File: config.mk
export PLATFORM = sky130hd
export DESIGN_NAME = infix_to_postfix_converter_flat
export DESIGN_NICKNAME = d
export VERILOG_FILES = /design/src/rtl/core/itp_pkg.sv /design/src/rtl/core/itp_ifs.sv /design/src/rtl/core/itp_front.sv /design/src/rtl/core/itp_queue.sv /design/src/rtl/core/itp_back.sv /design/src/rtl/core/infix_to_postfix_converter.sv /design/src/flat_wrapper.sv
export SDC_FILE = /design/constraint.sdc
export NUM_CORES = 1
export LEC_CHECK = 0
export ABC_AREA = 1
export BUFFER_PORTS_ARGS = -buffer_cell sky130_fd_sc_hd__buf_4
export CORE_ASPECT_RATIO = 0.6
export CORE_MARGIN = 1
export CORE_UTILIZATION = 37
export DETAILED_ROUTE_END_ITERATION = 7
export PLACE_DENSITY = 0.62
export RECOVER_POWER = 25
export SYNTH_ARGS = -nofsm -noshare
export SYNTH_HDL_FRONTEND = slang
export SYNTH_SLANG_ARGS = --single-unit
File: constraint.sdc
create_clock -name i_clk -period 5.6 [get_ports i_clk]
set_input_delay 0.28 -clock i_clk [delete_from_list [all_inputs] [get_ports i_clk]]
set_output_delay 0.28 -clock i_clk [all_outputs]
set_load 0.02 [all_outputs]
File: src/rtl/core/itp_pkg.sv
package itp_pkg;

    localparam int SYM_W       = 8;
    localparam int STACK_DEPTH = 32;
    localparam int CNT_W       = $clog2(STACK_DEPTH + 1);
    localparam int PTR_W       = $clog2(STACK_DEPTH);
    localparam int QUEUE_DEPTH = 2;
    localparam int QPTR_W      = $clog2(QUEUE_DEPTH);
    localparam int QCNT_W      = $clog2(QUEUE_DEPTH + 1);

    localparam logic [SYM_W-1:0] CH_ADD = 8'h2B;
    localparam logic [SYM_W-1:0] CH_SUB = 8'h2D;
    localparam logic [SYM_W-1:0] CH_MUL = 8'h2A;
    localparam logic [SYM_W-1:0] CH_DIV = 8'h2F;

    typedef enum logic [1:0] {
        OP_ADD,
        OP_SUB,
        OP_MUL,
        OP_DIV
    } t_op;

    typedef enum logic [1:0] {
        BK_IDLE,
        BK_POP,
        BK_FLUSH
    } t_back_state;

    typedef struct packed {
        logic [SYM_W-1:0] symbol;
        logic             is_op;
        t_op              op;
        logic             last;
    } t_item;

    function automatic logic [SYM_W-1:0] op_char(input t_op op);
        logic [SYM_W-1:0] ch;
        case (op)
            OP_ADD:  ch = CH_ADD;
            OP_SUB:  ch = CH_SUB;
            OP_MUL:  ch = CH_MUL;
            default: ch = CH_DIV;
        endcase
        return ch;
    endfunction

    // Multiplication and division bind tighter than addition and subtraction.
    function automatic logic op_is_high(input t_op op);
        return (op == OP_MUL) || (op == OP_DIV);
    endfunction

endpackage

File: src/rtl/core/itp_ifs.sv
interface itp_in_if;
    logic                       valid;
    logic                       ready;
    logic [itp_pkg::SYM_W-1:0]  symbol;
    logic                       end_of_expr;

    modport source (output valid, symbol, end_of_expr, input ready);
    modport sink   (input valid, symbol, end_of_expr, output ready);
endinterface

interface itp_out_if;
    logic                       valid;
    logic                       ready;
    logic [itp_pkg::SYM_W-1:0]  out_symbol;
    logic                       out_last;
    logic                       overflow_seen;

    modport source (output valid, out_symbol, out_last, overflow_seen, input ready);
    modport sink   (input valid, out_symbol, out_last, overflow_seen, output ready);
endinterface

File: src/rtl/core/itp_front.sv
module itp_front (
    input  logic          i_clk,
    input  logic          i_rst_n,
    itp_in_if.sink        i_in,
    output itp_pkg::t_item o_item,
    output logic          o_item_valid,
    input  logic          i_item_ready
);
    import itp_pkg::*;

    logic  r_valid;
    t_item r_item;
    t_item n_item;

    assign i_in.ready   = !r_valid || i_item_ready;
    assign o_item       = r_item;
    assign o_item_valid = r_valid;

    always_comb begin
        n_item.symbol = i_in.symbol;
        n_item.last   = i_in.end_of_expr;
        n_item.is_op  = 1'b1;
        case (i_in.symbol)
            CH_ADD:  n_item.op = OP_ADD;
            CH_SUB:  n_item.op = OP_SUB;
            CH_MUL:  n_item.op = OP_MUL;
            CH_DIV:  n_item.op = OP_DIV;
            default: begin
                n_item.op    = OP_ADD;
                n_item.is_op = 1'b0;
            end
        endcase
    end

    always_ff @(posedge i_clk) begin
        if (!i_rst_n) begin
            r_valid <= 1'b0;
        end else if (i_in.ready) begin
            r_valid <= i_in.valid;
        end
    end

    always_ff @(posedge i_clk) begin
        if (i_in.valid && i_in.ready) begin
            r_item <= n_item;
        end
    end

endmodule

File: src/rtl/core/itp_queue.sv
module itp_queue (
    input  logic           i_clk,
    input  logic           i_rst_n,
    input  itp_pkg::t_item i_push_item,
    input  logic           i_push_valid,
    output logic           o_push_ready,
    output itp_pkg::t_item o_pop_item,
    output logic           o_pop_valid,
    input  logic           i_pop_ready
);
    import itp_pkg::*;

    t_item             r_mem [QUEUE_DEPTH];
    logic [QPTR_W-1:0] r_wr;
    logic [QPTR_W-1:0] r_rd;
    logic [QCNT_W-1:0] r_cnt;
    logic              w_push;
    logic              w_pop;

    assign o_push_ready = (r_cnt != QCNT_W'(QUEUE_DEPTH));
    assign o_pop_valid  = (r_cnt != '0);
    assign o_pop_item   = r_mem[r_rd];
    assign w_push       = i_push_valid && o_push_ready;
    assign w_pop        = o_pop_valid && i_pop_ready;

    function automatic logic [QPTR_W-1:0] ptr_next(input logic [QPTR_W-1:0] ptr);
        return (ptr == QPTR_W'(QUEUE_DEPTH - 1)) ? '0 : ptr + QPTR_W'(1);
    endfunction

    always_ff @(posedge i_clk) begin
        if (!i_rst_n) begin
            r_wr  <= '0;
            r_rd  <= '0;
            r_cnt <= '0;
        end else begin
            if (w_push) begin
                r_wr <= ptr_next(r_wr);
            end
            if (w_pop) begin
                r_rd <= ptr_next(r_rd);
            end
            if (w_push && !w_pop) begin
                r_cnt <= r_cnt + QCNT_W'(1);
            end else if (w_pop && !w_push) begin
                r_cnt <= r_cnt - QCNT_W'(1);
            end
        end
    end

    always_ff @(posedge i_clk) begin
        if (w_push) begin
            r_mem[r_wr] <= i_push_item;
        end
    end

endmodule

File: src/rtl/core/itp_back.sv
module itp_back (
    input  logic           i_clk,
    input  logic           i_rst_n,
    input  itp_pkg::t_item i_item,
    input  logic           i_item_valid,
    output logic           o_item_ready,
    itp_out_if.source      o_out
);
    import itp_pkg::*;

    t_back_state      r_state;
    t_back_state      n_state;
    logic [CNT_W-1:0] r_count;
    logic             r_ovf;
    t_op              r_stack [STACK_DEPTH];
    t_op              r_top;
    t_op              r_op;
    logic             r_last;

    logic             r_out_valid;
    logic [SYM_W-1:0] r_out_symbol;
    logic             r_out_last;
    logic             r_out_ovf;

    logic             w_slot_free;
    logic [CNT_W-1:0] w_cnt_dec;
    logic [CNT_W-1:0] w_cnt_dec2;
    t_op              w_top;
    logic             w_pop_cond;
    logic             w_full;

    logic             w_emit;
    logic [SYM_W-1:0] w_emit_sym;
    logic             w_emit_last;
    logic             w_pop;
    logic             w_push;
    logic             w_latch;

    assign w_slot_free = !r_out_valid || o_out.ready;
    assign w_cnt_dec   = r_count - CNT_W'(1);
    assign w_cnt_dec2  = r_count - CNT_W'(2);
    assign w_top       = r_top;
    assign w_full      = (r_count >= CNT_W'(STACK_DEPTH));
    // A stacked operator leaves when its precedence is not below the incoming one.
    assign w_pop_cond  = (r_count != '0) && (!op_is_high(r_op) || op_is_high(w_top));

    assign o_out.valid         = r_out_valid;
    assign o_out.out_symbol    = r_out_symbol;
    assign o_out.out_last      = r_out_last;
    assign o_out.overflow_seen = r_out_ovf;

    always_comb begin
        n_state = r_state;
        case (r_state)
            BK_IDLE: begin
                if (i_item_valid) begin
                    if (i_item.is_op) begin
                        n_state = BK_POP;
                    end else if (w_slot_free && i_item.last && (r_count != '0)) begin
                        n_state = BK_FLUSH;
                    end
                end
            end
            BK_POP: begin
                if (!w_pop_cond) begin
                    n_state = r_last ? BK_FLUSH : BK_IDLE;
                end
            end
            BK_FLUSH: begin
                if (r_count == '0) begin
                    n_state = BK_IDLE;
                end else if (w_slot_free && (r_count == CNT_W'(1))) begin
                    n_state = BK_IDLE;
                end
            end
            default: n_state = BK_IDLE;
        endcase
    end

    always_comb begin
        o_item_ready = 1'b0;
        w_emit       = 1'b0;
        w_emit_sym   = i_item.symbol;
        w_emit_last  = 1'b0;
        w_pop        = 1'b0;
        w_push       = 1'b0;
        w_latch      = 1'b0;
        case (r_state)
            BK_IDLE: begin
                if (i_item_valid) begin
                    if (i_item.is_op) begin
                        o_item_ready = 1'b1;
                        w_latch      = 1'b1;
                    end else if (w_slot_free) begin
                        o_item_ready = 1'b1;
                        w_emit       = 1'b1;
                        w_emit_last  = i_item.last && (r_count == '0);
                    end
                end
            end
            BK_POP: begin
                if (w_pop_cond) begin
                    if (w_slot_free) begin
                        w_emit     = 1'b1;
                        w_emit_sym = op_char(w_top);
                        w_pop      = 1'b1;
                    end
                end else begin
                    w_push = 1'b1;
                end
            end
            BK_FLUSH: begin
                if ((r_count != '0) && w_slot_free) begin
                    w_emit      = 1'b1;
                    w_emit_sym  = op_char(w_top);
                    w_emit_last = (r_count == CNT_W'(1));
                    w_pop       = 1'b1;
                end
            end
            default: ;
        endcase
    end

    always_ff @(posedge i_clk) begin
        if (!i_rst_n) begin
            r_state     <= BK_IDLE;
            r_count     <= '0;
            r_ovf       <= 1'b0;
            r_out_valid <= 1'b0;
        end else begin
            r_state <= n_state;
            if (w_pop) begin
                r_count <= w_cnt_dec;
            end else if (w_push && !w_full) begin
                r_count <= r_count + CNT_W'(1);
            end
            if (w_push && w_full) begin
                r_ovf <= 1'b1;
            end
            if (w_slot_free) begin
                r_out_valid <= w_emit;
            end
        end
    end

    // The flag can only change on a push, and a push that finds the stack full
    // never follows a pop of the same transaction, so the value sent is final.
    always_ff @(posedge i_clk) begin
        if (w_emit) begin
            r_out_symbol <= w_emit_sym;
            r_out_last   <= w_emit_last;
            r_out_ovf    <= r_ovf;
        end
        if (w_latch) begin
            r_op   <= i_item.op;
            r_last <= i_item.last;
        end
        if (w_push && !w_full) begin
            r_stack[r_count[PTR_W-1:0]] <= r_op;
        end
    end

    // The top of the stack is kept in a register; a pop reads the entry below it.
    always_ff @(posedge i_clk) begin
        if (w_push && !w_full) begin
            r_top <= r_op;
        end else if (w_pop) begin
            r_top <= r_stack[w_cnt_dec2[PTR_W-1:0]];
        end
    end

endmodule

File: src/rtl/core/infix_to_postfix_converter.sv
// Infix to postfix converter, shunting-yard style, for + - * / without
// parentheses. One expression character is taken per input transaction and the
// postfix characters leave one per output transaction; out_last marks the final
// character of an expression and overflow_seen reports a dropped push onto the
// full operator stack. The input side registers and queues up to three
// characters, so it keeps accepting while the stack engine is busy. The stack
// engine decides the rate: an operand is passed straight on, an operator is
// taken in, pops each stacked operator that binds at least as tightly and is
// then pushed, and the end of an expression pops every operator left on the
// stack. The engine takes the next character only once it is done with the
// current one. A stalled output holds the engine but not the input queue.
module infix_to_postfix_converter (
    input  logic       i_clk,
    input  logic       i_rst_n,
    itp_in_if.sink     i_in,
    itp_out_if.source  o_out
);
    import itp_pkg::*;

    t_item w_front_item;
    logic  w_front_valid;
    logic  w_front_ready;
    t_item w_queue_item;
    logic  w_queue_valid;
    logic  w_queue_ready;

    itp_front u_front (
        .i_clk        (i_clk),
        .i_rst_n      (i_rst_n),
        .i_in         (i_in),
        .o_item       (w_front_item),
        .o_item_valid (w_front_valid),
        .i_item_ready (w_front_ready)
    );

    itp_queue u_queue (
        .i_clk        (i_clk),
        .i_rst_n      (i_rst_n),
        .i_push_item  (w_front_item),
        .i_push_valid (w_front_valid),
        .o_push_ready (w_front_ready),
        .o_pop_item   (w_queue_item),
        .o_pop_valid  (w_queue_valid),
        .i_pop_ready  (w_queue_ready)
    );

    itp_back u_back (
        .i_clk        (i_clk),
        .i_rst_n      (i_rst_n),
        .i_item       (w_queue_item),
        .i_item_valid (w_queue_valid),
        .o_item_ready (w_queue_ready),
        .o_out        (o_out)
    );

endmodule

File: src/flat_wrapper.sv
// flat-port wrapper written by rule: the top's interface ports become plain ports
module infix_to_postfix_converter_flat import itp_pkg::*;
  (i_clk, i_rst_n, i_in_valid, i_in_symbol, i_in_end_of_expr, i_in_ready, o_out_valid, o_out_out_symbol, o_out_out_last, o_out_overflow_seen, o_out_ready);
  itp_in_if i_in_i ();
  itp_out_if o_out_i ();
  input  logic i_clk;
  input  logic i_rst_n;
  input wire logic [$bits(i_in_i.valid)-1:0] i_in_valid;
  input wire logic [$bits(i_in_i.symbol)-1:0] i_in_symbol;
  input wire logic [$bits(i_in_i.end_of_expr)-1:0] i_in_end_of_expr;
  output wire logic [$bits(i_in_i.ready)-1:0] i_in_ready;
  output wire logic [$bits(o_out_i.valid)-1:0] o_out_valid;
  output wire logic [$bits(o_out_i.out_symbol)-1:0] o_out_out_symbol;
  output wire logic [$bits(o_out_i.out_last)-1:0] o_out_out_last;
  output wire logic [$bits(o_out_i.overflow_seen)-1:0] o_out_overflow_seen;
  input wire logic [$bits(o_out_i.ready)-1:0] o_out_ready;
  assign i_in_i.valid = i_in_valid;
  assign i_in_i.symbol = i_in_symbol;
  assign i_in_i.end_of_expr = i_in_end_of_expr;
  assign i_in_ready = i_in_i.ready;
  assign o_out_valid = o_out_i.valid;
  assign o_out_out_symbol = o_out_i.out_symbol;
  assign o_out_out_last = o_out_i.out_last;
  assign o_out_overflow_seen = o_out_i.overflow_seen;
  assign o_out_i.ready = o_out_ready;
  infix_to_postfix_converter u_core (.i_clk(i_clk), .i_rst_n(i_rst_n), .i_in(i_in_i), .o_out(o_out_i));
endmodule
==> metrics.txt, run 1 <==
status finished clean; worst min-delay path class in2reg; Post-synth EDFFs 115; sequential area share after synthesis 64.7%; Via density 4.97; mapped cell area 0.00583 mm^2; CTS Buf Count 17; initial antenna violation count 0; grt ovf 0; RR Startpoint u_core.u_back.r_count[1]; top cell type by total area after synthesis edfxtp_1; Gate Count Post-Synth 562; design area 0.00680 mm^2; fin crit share 57.3%; Initial Util 37.9%; Final Hold Vio Count 0; largest net degree at the start of global routing 38; critical path, cell by cell inv_1 > ha_1 > nand3_4 > nand3_2 > nand2_4 > nand3_2 > nand2_1 > nor2_1 > nor2_1 > nor2_1; endpoints failing setup 0; Die Wd 164 um; CTS Hold Bufs 0; Clock Latency Late Sink 0.42 ns; Pint 2.40 mW; share of power burned in registers 36.6%; antenna cell count 0; Crit Path Category reg2reg; crit start category register; Peak VDD IR 0.256 mV; 1st-iter DRT viols 395; Avg Inst Size Synth 10.4 um^2; ranking of synthesized cells by area edfxtp_1 (59%), nor2_1 (7.2%), nand2_1 (6.9%); hold-critical path depth 1; CP endpoint kind register; Final ANT Viol Nets 0; Port Buffers 24; Post-synth top flop edfxtp_1; Layout area overhead 16.5%; routability cong. 0.846; Wirelength per Cell 15.8 um; DP Area 0.00618 mm^2; CTS Sinks 131; GRT Overall Usage 17.0%; slowest CP cell dfxtp_1; post-DP HPWL 8900 um; Fillers 1412; Core Area 0.0154 mm^2; drt first pass iters 4; Std-Cell Rows 35; power consumption 3.74 mW; share of the synthesized area in the top cell type 59.2%; setup TNS 0 ns; TritonCTS clock tree done; Worst-Margin Slew 1.42 ns; Top cell by count, worst path nor2_1; synth unique cells 37; clk buf depth 2; CP required 5.90 ns; DIE AREA 0.0163 mm^2; Max stage delay on crit path 0.83 ns; Leakage 2.60 nW; NetSw 1.34 mW; clk slew on worst S/H paths 0.06 ns; Logic pwr share 31.7%; Total Wirelength 12700 um; post-synthesis async set-or-reset flop share 0%; Die Y 99.3 um; Rel. slew slack 5.19%; Reg2Reg Depth 10; post-layout minimum cycle time 3.21 ns; P per Cell Area 550 mW/mm^2; most frequent cells in the layout edfxtp_1 (115), nor2_1 (112), nand2_1 (108); most common cell after layout, fill and taps aside edfxtp_1; Root Buffer clkbuf_16; Max-Cap Viols 0; FF-to-FF setup slack 2.39 ns; syn nets 586; hold path endpoint u_core.u_front.o_item[0]; worst path arrival time 3.51 ns; Seq cells post-synth 131; Worst Setup SP u_core.u_back.r_count[1]; Ys Warns 0; max-slew violations 0; Setup Fix Bufs, Post-CTS 0; unrepaired setup endpoints after global routing no; worst hold start i_in_end_of_expr; io pins 25; Worst Path Max Fanout 22; switch share 35.9%; Setup Skew 0.0105 ns; CTS H-Tree Depth 4; layout cells sized above 1 11.1%; first-pass GRT wire length 20600 um; Via Count 3994; cts repair resizes 0; Clk network pwr share 31.7%; # nets final 612; fmax 311 MHz; RR Endpoint u_core.u_back.r_count[4]; DR DRC count 0; vias in the first global route 3865
-- worst max-delay path by stage --
stage / end
after global routing: u_core.u_back.r_count[4]
after global placement: u_core.u_back.r_count[4]
after floorplan: u_core.u_back.o_out.out_last
final: u_core.u_back.r_count[4]
after CTS: u_core.u_back.r_count[4]
after detailed placement: u_core.u_back.r_count[4]
-- power by group through the flow --
| stage | logic, mW | clock network [mW] | registers (mW) |
|---|---|---|---|
| 2_1_floorplan | 0.847 | 0 | 1.38 |
| 3_3_place_gp | 1.15 | 0 | 1.38 |
| 3_5_place_dp | 1.17 | 0 | 1.39 |
| 4_1_cts | 1.18 | 1.20 | 1.37 |
| 5_1_grt | 1.34 | 1.25 | 1.39 |
| 6_report | 1.19 | 1.19 | 1.37 |
-- stage by stage --
stage / hold WS, ns / worst slack (ns) / util (%) / cells
final: 0.0575 / 2.39 / 44.2 / 804
after global routing: 0.0404 / 2.16 / 44.2 / 804
after CTS: 0.0250 / 2.45 / 44.3 / 804
after detailed placement: 0.433 / 2.47 / 40.2 / 772
after global placement: 0.422 / 2.61 / 40.2 / 772
after floorplan: 0.379 / 3.55 / - / 562
-- flip-flops by register name (all words and copies together), names as in the netlist, 2 cells and up, named ones only --
name and count:
u_core.u_back.r_stack 64, u_core.u_back.r_op 2, u_core.u_queue.r_cnt 2, u_core.u_back.r_state 2, u_core.u_front.o_item 12, u_core.u_back.o_out.out_symbol 8, u_core.u_back.r_top 2, u_core.u_queue.r_mem 24
u_core.u_back.r_count 6
-- critical path: cells and delay by family, from the launching register on --
| kind | cells | cell delay (ns) |
|---|---|---|
| DFF | 1 | 0.83 |
| buffers and inverters | 1 | 0.59 |
| and+or+nand+nor | 8 | 1.18 |
| adders and majority gates | 1 | 0.47 |
-- logic make-up after synthesis --
| logic type | after synthesis | synth area share [%] |
|---|---|---|
| AND/OR/NAND/NOR | 288 | 21.5 |
| buffers and inverters | 67 | 4.93 |
| adder cells (fa/ha/maj) | 11 | 2.36 |
| flip-flops | 131 | 64.7 |
| multiplexers | 2 | 0.343 |
| AO/OA/AOI/OAI | 55 | 4.98 |
| XOR/XNOR | 8 | 1.20 |
-- synthesized netlist by cell type (all sizes together) (3+ instances only) --
library cell / n
inv: 47
xnor2: 3
o21ai: 43
dfxtp: 16
xor2: 5
buf: 15
nand4: 7
nor2: 115
nand2: 112
a21oi: 7
nand3: 48
clkbuf: 4
nor3: 3
edfxtp: 115
ha: 11
-- layer usage --
metal,share of wire [%],vias to the layer above,track usage [%]
met5,0,-,0
met2,42,110,23.8
met1,50,1920,25.6
li1,-,1951,-
met3,7.0,13,4.55
met4,0.81,0,4.99
-- cell type report --
| cell class | count | area, um^2 | area share, % |
|---|---|---|---|
| Clock buffer | 19 | 443 | 6.52 |
| Clock inverter | 13 | 195 | 2.87 |
| Inverter | 48 | 181 | 2.67 |
| Multi-Input combinational cell | 364 | 1770 | 26.1 |
| Sequential cell | 131 | 3770 | 55.5 |
| Tap cell | 203 | 254 | 3.74 |
| Timing Repair Buffer | 26 | 176 | 2.60 |
Power figures use the tool's default switching activity.
==> run 2, diff against run 1 <==
- PLACE_DENSITY: 0.62 -> 0.64
- clock period: 5.6 -> 2.9 ns (I/O delays scaled with it)
==> run 2 against run 1 <==
Against the previous run: the run now ends with max-capacitance violations, max-slew violations left; maximum frequency grew 38%; sequential share of layout area decreased by 0.34 points; wire length rose by 3.3%; utilization increased by 0.27 points; non-clock buffer count is 15 higher; first-iteration DRC count down 3.3%; critical endpoint is now u_core.u_back.r_top[0]; largest power group unchanged.
==> metrics.txt, run 2 (synthesized netlist as in run 1, its figures left out) <==
largest net degree at the start of global routing 37 (was 38); Worst Path Max Fanout 11 (was 22); worst path arrival time 2.48 ns (was 3.51 ns); setup TNS 0 ns (unchanged); initial antenna violation count 0 (unchanged); Initial Util 37.9% (unchanged); Via Count 4070 (was 3994); RR Endpoint u_core.u_back.r_top[0] (was u_core.u_back.r_count[4]); cts repair resizes 0 (unchanged); Core Area 0.0154 mm^2 (unchanged); Max stage delay on crit path 0.65 ns (was 0.83 ns); Util after Layout 44.5% (was 44.2%); post-layout minimum cycle time 2.32 ns (was 3.21 ns); CTS Hold Bufs 9 (was 0); Buf/Inv on CP 2 (was 1); Crit Path Category reg2reg (unchanged); worst min-delay path class in2reg (unchanged); critical path, cell by cell inv_1 > ha_1 > inv_1 > nand3_1 > nand3_1 > nand3_1 > nand3_1 > nand2_1 (was inv_1 > ha_1 > nand3_4 > nand3_2 > nand2_4 > nand3_2 > nand2_1 > nor2_1 > nor2_1 > nor2_1); fmax 431 MHz (was 311 MHz); Via density 4.98 (was 4.97); GRT Overall Usage 17.2% (was 17.0%); antenna cell count 0 (unchanged); Fillers 1412 (unchanged); unrepaired setup endpoints after global routing no (unchanged); RR Startpoint u_core.u_back.r_count[2] (was u_core.u_back.r_count[1]); Wirelength per Cell 16.0 um (was 15.8 um); TritonCTS clock tree done (unchanged); Setup Skew 0.00601 ns (was 0.0105 ns); Root Buffer clkbuf_16 (unchanged); vias in the first global route 3851 (was 3865); io pins 25 (unchanged); Rel. slew slack -2.54% (was 5.19%); drt first pass iters 5 (was 4); FF-to-FF setup slack 0.58 ns (was 2.39 ns); slowest CP cell dfxtp_1 (unchanged); first-pass GRT wire length 20700 um (was 20600 um); hold path endpoint u_core.u_front.o_item_valid (was u_core.u_front.o_item[0]); CP required 3.06 ns (was 5.90 ns); status complete, but fails checks (was finished clean); endpoints failing setup 0 (unchanged); Top cell by count, worst path nand3_1 (was nor2_1); power consumption 6.98 mW (was 3.74 mW); CTS Sinks 131 (unchanged); most common cell after layout, fill and taps aside edfxtp_1 (unchanged); Peak VDD IR 0.413 mV (was 0.256 mV); 1st-iter DRT viols 382 (was 395); CTS Buf Count 17 (unchanged); clk slew on worst S/H paths 0.06 ns (about the same); most frequent cells in the layout edfxtp_1 (115), nor2_1 (112), nand2_1 (108) (unchanged); Reg2Reg Depth 8 (was 10); CP endpoint kind register (unchanged); clk buf depth 2 (unchanged); Clock Latency Late Sink 0.41 ns (was 0.42 ns); Std-Cell Rows 35 (unchanged); max reg flops 64 (unchanged); DR DRC count 0 (unchanged); CTS H-Tree Depth 4 (unchanged); DIE AREA 0.0163 mm^2 (unchanged); Die Wd 164 um (unchanged); Leakage 2.61 nW (was 2.60 nW); grt ovf 0 (unchanged); Setup Fix Bufs, Post-CTS 0 (unchanged); Final ANT Viol Nets 0 (unchanged); failing checks max-capacitance violations, max-slew violations; crit start category register (unchanged); layout cells sized above 1 11.1% (about the same); max-slew violations 34 (was 0); family with the most delay on the worst path flip-flops (was simple AND/OR/NAND/NOR gates); fin crit share 80.1% (was 57.3%); post-DP HPWL 8900 um (about the same); Die Y 99.3 um (unchanged); hold-critical path depth 3 (was 1); Max-Cap Viols 1 (was 0); Port Buffers 24 (unchanged); Worst-Margin Slew 1.54 ns (was 1.42 ns); P per Cell Area 1020 mW/mm^2 (was 550 mW/mm^2); Layout area overhead 17.2% (was 16.5%); Total Wirelength 13100 um (was 12700 um); worst hold start i_in_valid (was i_in_end_of_expr); # nets final 627 (was 612); Final Hold Vio Count 0 (unchanged); routability cong. 0.908 (was 0.846)
==> run 2: cell type report <==
| class | count | area [um^2] | share of cell area (%) |
|---|---|---|---|
| Tap cell | 203 | 254 | 3.72 |
| Clock inverter | 11 | 115 | 1.68 |
| Multi-Input combinational cell | 364 | 1770 | 25.9 |
| Sequential cell | 131 | 3770 | 55.2 |
| Inverter | 48 | 181 | 2.65 |
| Timing Repair Buffer | 41 | 308 | 4.50 |
| Clock buffer | 19 | 433 | 6.33 |
==> run 2: report_power, final <==
part	switching, mW	internal (mW)
clock	0.752	1.24
combinational	1.63	0.759
sequential	0.169	2.42
total	2.55	4.42
==> run 2: how the worst max path moves through the flow <==
stage	from	end	slack, ns	depth (start not counted)
after floorplan	u_core.u_back.r_count[0]	u_core.u_back.o_out.out_last	0.85	11
after global placement	u_core.u_back.r_count[2]	u_core.u_back.r_top[1]	0.72	8
after detailed placement	u_core.u_back.r_count[2]	u_core.u_back.r_top[0]	0.63	8
after CTS	u_core.u_back.r_count[2]	u_core.u_back.r_top[0]	0.61	8
after global routing	register	u_core.u_queue.r_cnt[1]	0.43	9
final	u_core.u_back.r_count[2]	u_core.u_back.r_top[0]	0.58	8
==> run 2: routing by layer <==
layer / global-route usage (%) / part of all wire (%) / up-vias
li1: - / - / 1979
met1: 26.2 / 50 / 1932
met2: 23.1 / 41 / 145
met3: 4.17 / 7.7 / 14
met4: 6.62 / 1.3 / 0
met5: 0 / 0 / -
==> run 2: through the flow <==
stage | instances | instance area [um^2] | setup WS (ns) | hold slack, ns
global route | 817 | 6840 | 0.426 | 0.0536
floorplan | 562 | 5830 | 0.853 | 0.244
finish | 817 | 6840 | 0.577 | 0.0252
detailed placement | 778 | 6220 | 0.629 | 0.332
global placement | 778 | 6220 | 0.724 | 0.327
CTS | 817 | 6860 | 0.614 | 0.0163
==> run 2: worst reg2reg max path, cell delays in order, from the launching register on <==
cell	delay, ns
dfxtp_1	0.65
inv_1	0.21
ha_1	0.48
inv_1	0.28
nand3_1	0.13
nand3_1	0.10
nand3_1	0.08
nand3_1	0.10
nand2_1	0.05
==> run 3, diff against run 2 <==
- ABC_AREA: 1 -> 0
- PLACE_DENSITY: 0.64 -> 0.62
- clock period: 2.9 -> 2.2 ns (I/O delays scaled with it)
==> run 3 against run 2 <==
Against the previous run: the flow now finishes without violations; combinational power fell by 3%; wire length is 7.8% lower; sequential share of layout area down 1.4 points; clock skew up 0.0088 ns; maximum frequency increased by 10%; first-iteration DRC count increased by 0.26%; design area is 2.8% higher; synthesized cell count shrank 30%; sequential power up 27%; die area is 2.9% lower; critical path depth stayed put.
==> metrics.txt, run 3 <==
fin crit share 95.8% (was 80.1%); # nets final 488 (was 627); sequential area share after synthesis 66.7% (was 64.7%); layout cells sized above 1 23.5% (was 11.1%); power consumption 8.55 mW (was 6.98 mW); TritonCTS clock tree done (unchanged); synth unique cells 49 (was 37); most common cell in the synthesized netlist edfxtp_1 (unchanged); Std-Cell Rows 34 (was 35); max reg flops 64 (unchanged); share of the synthesized area in the top cell type 61.0% (was 59.2%); 1st-iter DRT viols 383 (was 382); post-layout minimum cycle time 2.11 ns (was 2.32 ns); Gate Count Post-Synth 396 (was 562); worst min-delay path class in2reg (unchanged); crit start category register (unchanged); CP endpoint kind register (unchanged); Crit Path Category reg2reg (unchanged); Die Wd 162 um (was 164 um); Max-Cap Viols 0 (was 1); Peak VDD IR 0.477 mV (was 0.413 mV); initial antenna violation count 0 (unchanged); top cells by count, synth edfxtp_1 (115), nor2_1 (47), nand2_1 (22) (was edfxtp_1 (115), nor2_1 (112), nand2_1 (108)); post-synthesis async set-or-reset flop share 0% (unchanged); CP required 2.36 ns (was 3.06 ns); largest net degree at the start of global routing 34 (was 37); DR DRC count 0 (unchanged); fmax 474 MHz (was 431 MHz); Clock Latency Late Sink 0.42 ns (was 0.41 ns); Final Hold Vio Count 0 (unchanged); Wirelength per Cell 17.9 um (was 16.0 um); worst path arrival time 2.27 ns (was 2.48 ns); setup TNS 0 ns (unchanged); Root Buffer clkbuf_16 (unchanged); antenna cell count 0 (unchanged); P per Cell Area 1220 mW/mm^2 (was 1020 mW/mm^2); routability cong. 0.866 (was 0.908); Worst Path Max Fanout 5 (was 11); Layout area overhead 24.1% (was 17.2%); vias in the first global route 3458 (was 3851); slowest CP cell dfxtp_1 (unchanged); Worst-Margin Slew 1.35 ns (was 1.54 ns); Initial Util 38.4% (was 37.9%); Rel. slew slack 9.81% (was -2.54%); Max stage delay on crit path 0.44 ns (was 0.65 ns); status finished clean (was complete, but fails checks); CTS H-Tree Depth 4 (unchanged); Post-synth top flop edfxtp_1 (unchanged); GRT Overall Usage 16.6% (was 17.2%); Final ANT Viol Nets 0 (unchanged); Via density 5.15 (was 4.98); unrepaired setup endpoints after global routing no (unchanged); most frequent cells in the layout edfxtp_1 (115), nor2_1 (47), buf_4 (44) (was edfxtp_1 (115), nor2_1 (112), nand2_1 (108)); post-DP HPWL 8380 um (was 8900 um); mapped cell area 0.00566 mm^2 (was 0.00583 mm^2); Setup Skew 0.0149 ns (was 0.00601 ns); critical path, cell by cell inv_1 > ha_4 > xor2_2 > buf_4 > mux2i_1 > nor3_1 > a41oi_1 > a31oi_1 (was inv_1 > ha_1 > inv_1 > nand3_1 > nand3_1 > nand3_1 > nand3_1 > nand2_1); Port Buffers 24 (unchanged); Leakage 2.44 nW (was 2.61 nW); clk slew on worst S/H paths 0.06 ns (about the same); Seq cells post-synth 131 (unchanged); most common cell after layout, fill and taps aside edfxtp_1 (unchanged); grt ovf 0 (unchanged); io pins 25 (unchanged); Core Area 0.0147 mm^2 (was 0.0154 mm^2); first-pass GRT wire length 19400 um (was 20700 um); Die Y 97.8 um (was 99.3 um); max-slew violations 0 (was 34); Post-synth EDFFs 115 (unchanged); Util after Layout 47.7% (was 44.5%); endpoints failing setup 0 (unchanged); Hold WS 0.130 ns (was 0.0252 ns); clk buf depth 2 (unchanged); top cell type by total area after synthesis edfxtp_1 (unchanged); CTS Sinks 131 (unchanged); ranking of synthesized cells by area edfxtp_1 (61%), dfxtp_1 (5.7%), mux4_2 (3.6%) (was edfxtp_1 (59%), nor2_1 (7.2%), nand2_1 (6.9%)); Ys Warns 0 (unchanged); syn nets 420 (was 586); drt first pass iters 5 (unchanged); DIE AREA 0.0158 mm^2 (was 0.0163 mm^2); CTS Buf Count 17 (unchanged); Total Wirelength 12100 um (was 13100 um); Avg Inst Size Synth 14.3 um^2 (was 10.4 um^2); Via Count 3474 (was 4070)
[run 3: changes by cell type in the layout (fill, tap and decap cells not counted), moves of 7 or more]
cell and delta:
nand2_1 -86, nor2_1 -65, nand3_1 -34, inv_1 -30, o21ai_0 -27, buf_4 +22, mux2i_1 +18, a31oi_1 +11
mux4_2 +9, nand2b_1 +7
[run 3: path summary, 6_finish.rpt]
path	cells past startpoint	slack, ns	end	from
setup / recovery	8	0.09	u_core.u_back.r_top[1]	u_core.u_back.r_count[2]
hold reg to reg	0	0.43	u_core.u_back.o_out.overflow_seen	u_core.u_back.r_ovf
setup reg to reg	8	0.09	u_core.u_back.r_top[1]	u_core.u_back.r_count[2]
hold / removal	3	0.13	u_core.u_back.o_out.valid	o_out_ready
[run 3: layout make-up]
class	count	area, um^2
well taps	198	248
repair buffers	66	513
inverters	16	60.1
clock buffers	17	425
clock inverters	15	193
fillers	1289	7690
multi-input cells	232	1810
flip-flops and latches	131	3780
[run 3: layer usage]
| layer | GRT usage (%) | vias to the layer above | wire, um |
|---|---|---|---|
| li1 | - | 1648 | - |
| met1 | 25.4 | 1700 | 6270 |
| met2 | 22.0 | 113 | 4910 |
| met3 | 5.01 | 13 | 754 |
| met4 | 5.95 | 0 | 124 |
| met5 | 0 | - | 0 |
[run 3: metrics by stage]
step,setup WS [ns],std cells,instance area (um^2)
global route,0.00949,675,7030
floorplan,0.0169,396,5760
global placement,0.126,631,6290
detailed placement,0.0625,631,6290
finish,0.0914,675,7030
CTS,0.0217,674,7020
[run 3: cells by family after synthesis]
kind of cell | share of synthesized area, %
mux | 9.77
flops | 66.7
xor+xnor | 1.39
simple gates | 10.6
compound gates | 6.41
fa+ha+maj | 2.43
buf+inv | 2.70
[run 3: critical path: cells and delay by family (launching register included)]
kind	cells	cell delay, ns
xor+xnor	1	0.29
mux	1	0.18
compound gates	2	0.32
flops	1	0.44
buf+inv	2	0.33
fa+ha+maj	1	0.21
simple gates	1	0.07
[run 3: power breakdown]
part	total, mW	internal (mW)	leakage [nW]	switching (mW)
Clock	2.94	1.81	0.307	1.13
Sequential	3.29	3.11	1.19	0.171
Combinational	2.32	0.990	0.951	1.33
[run 3: what timing repair did]
action	4_1_cts	5_1_grt
gates resized for setup	0	4
hold buffers	11	0
setup buffers	0	1
endpoints found under the setup margin	0	56
endpoints found under the hold margin	12	0
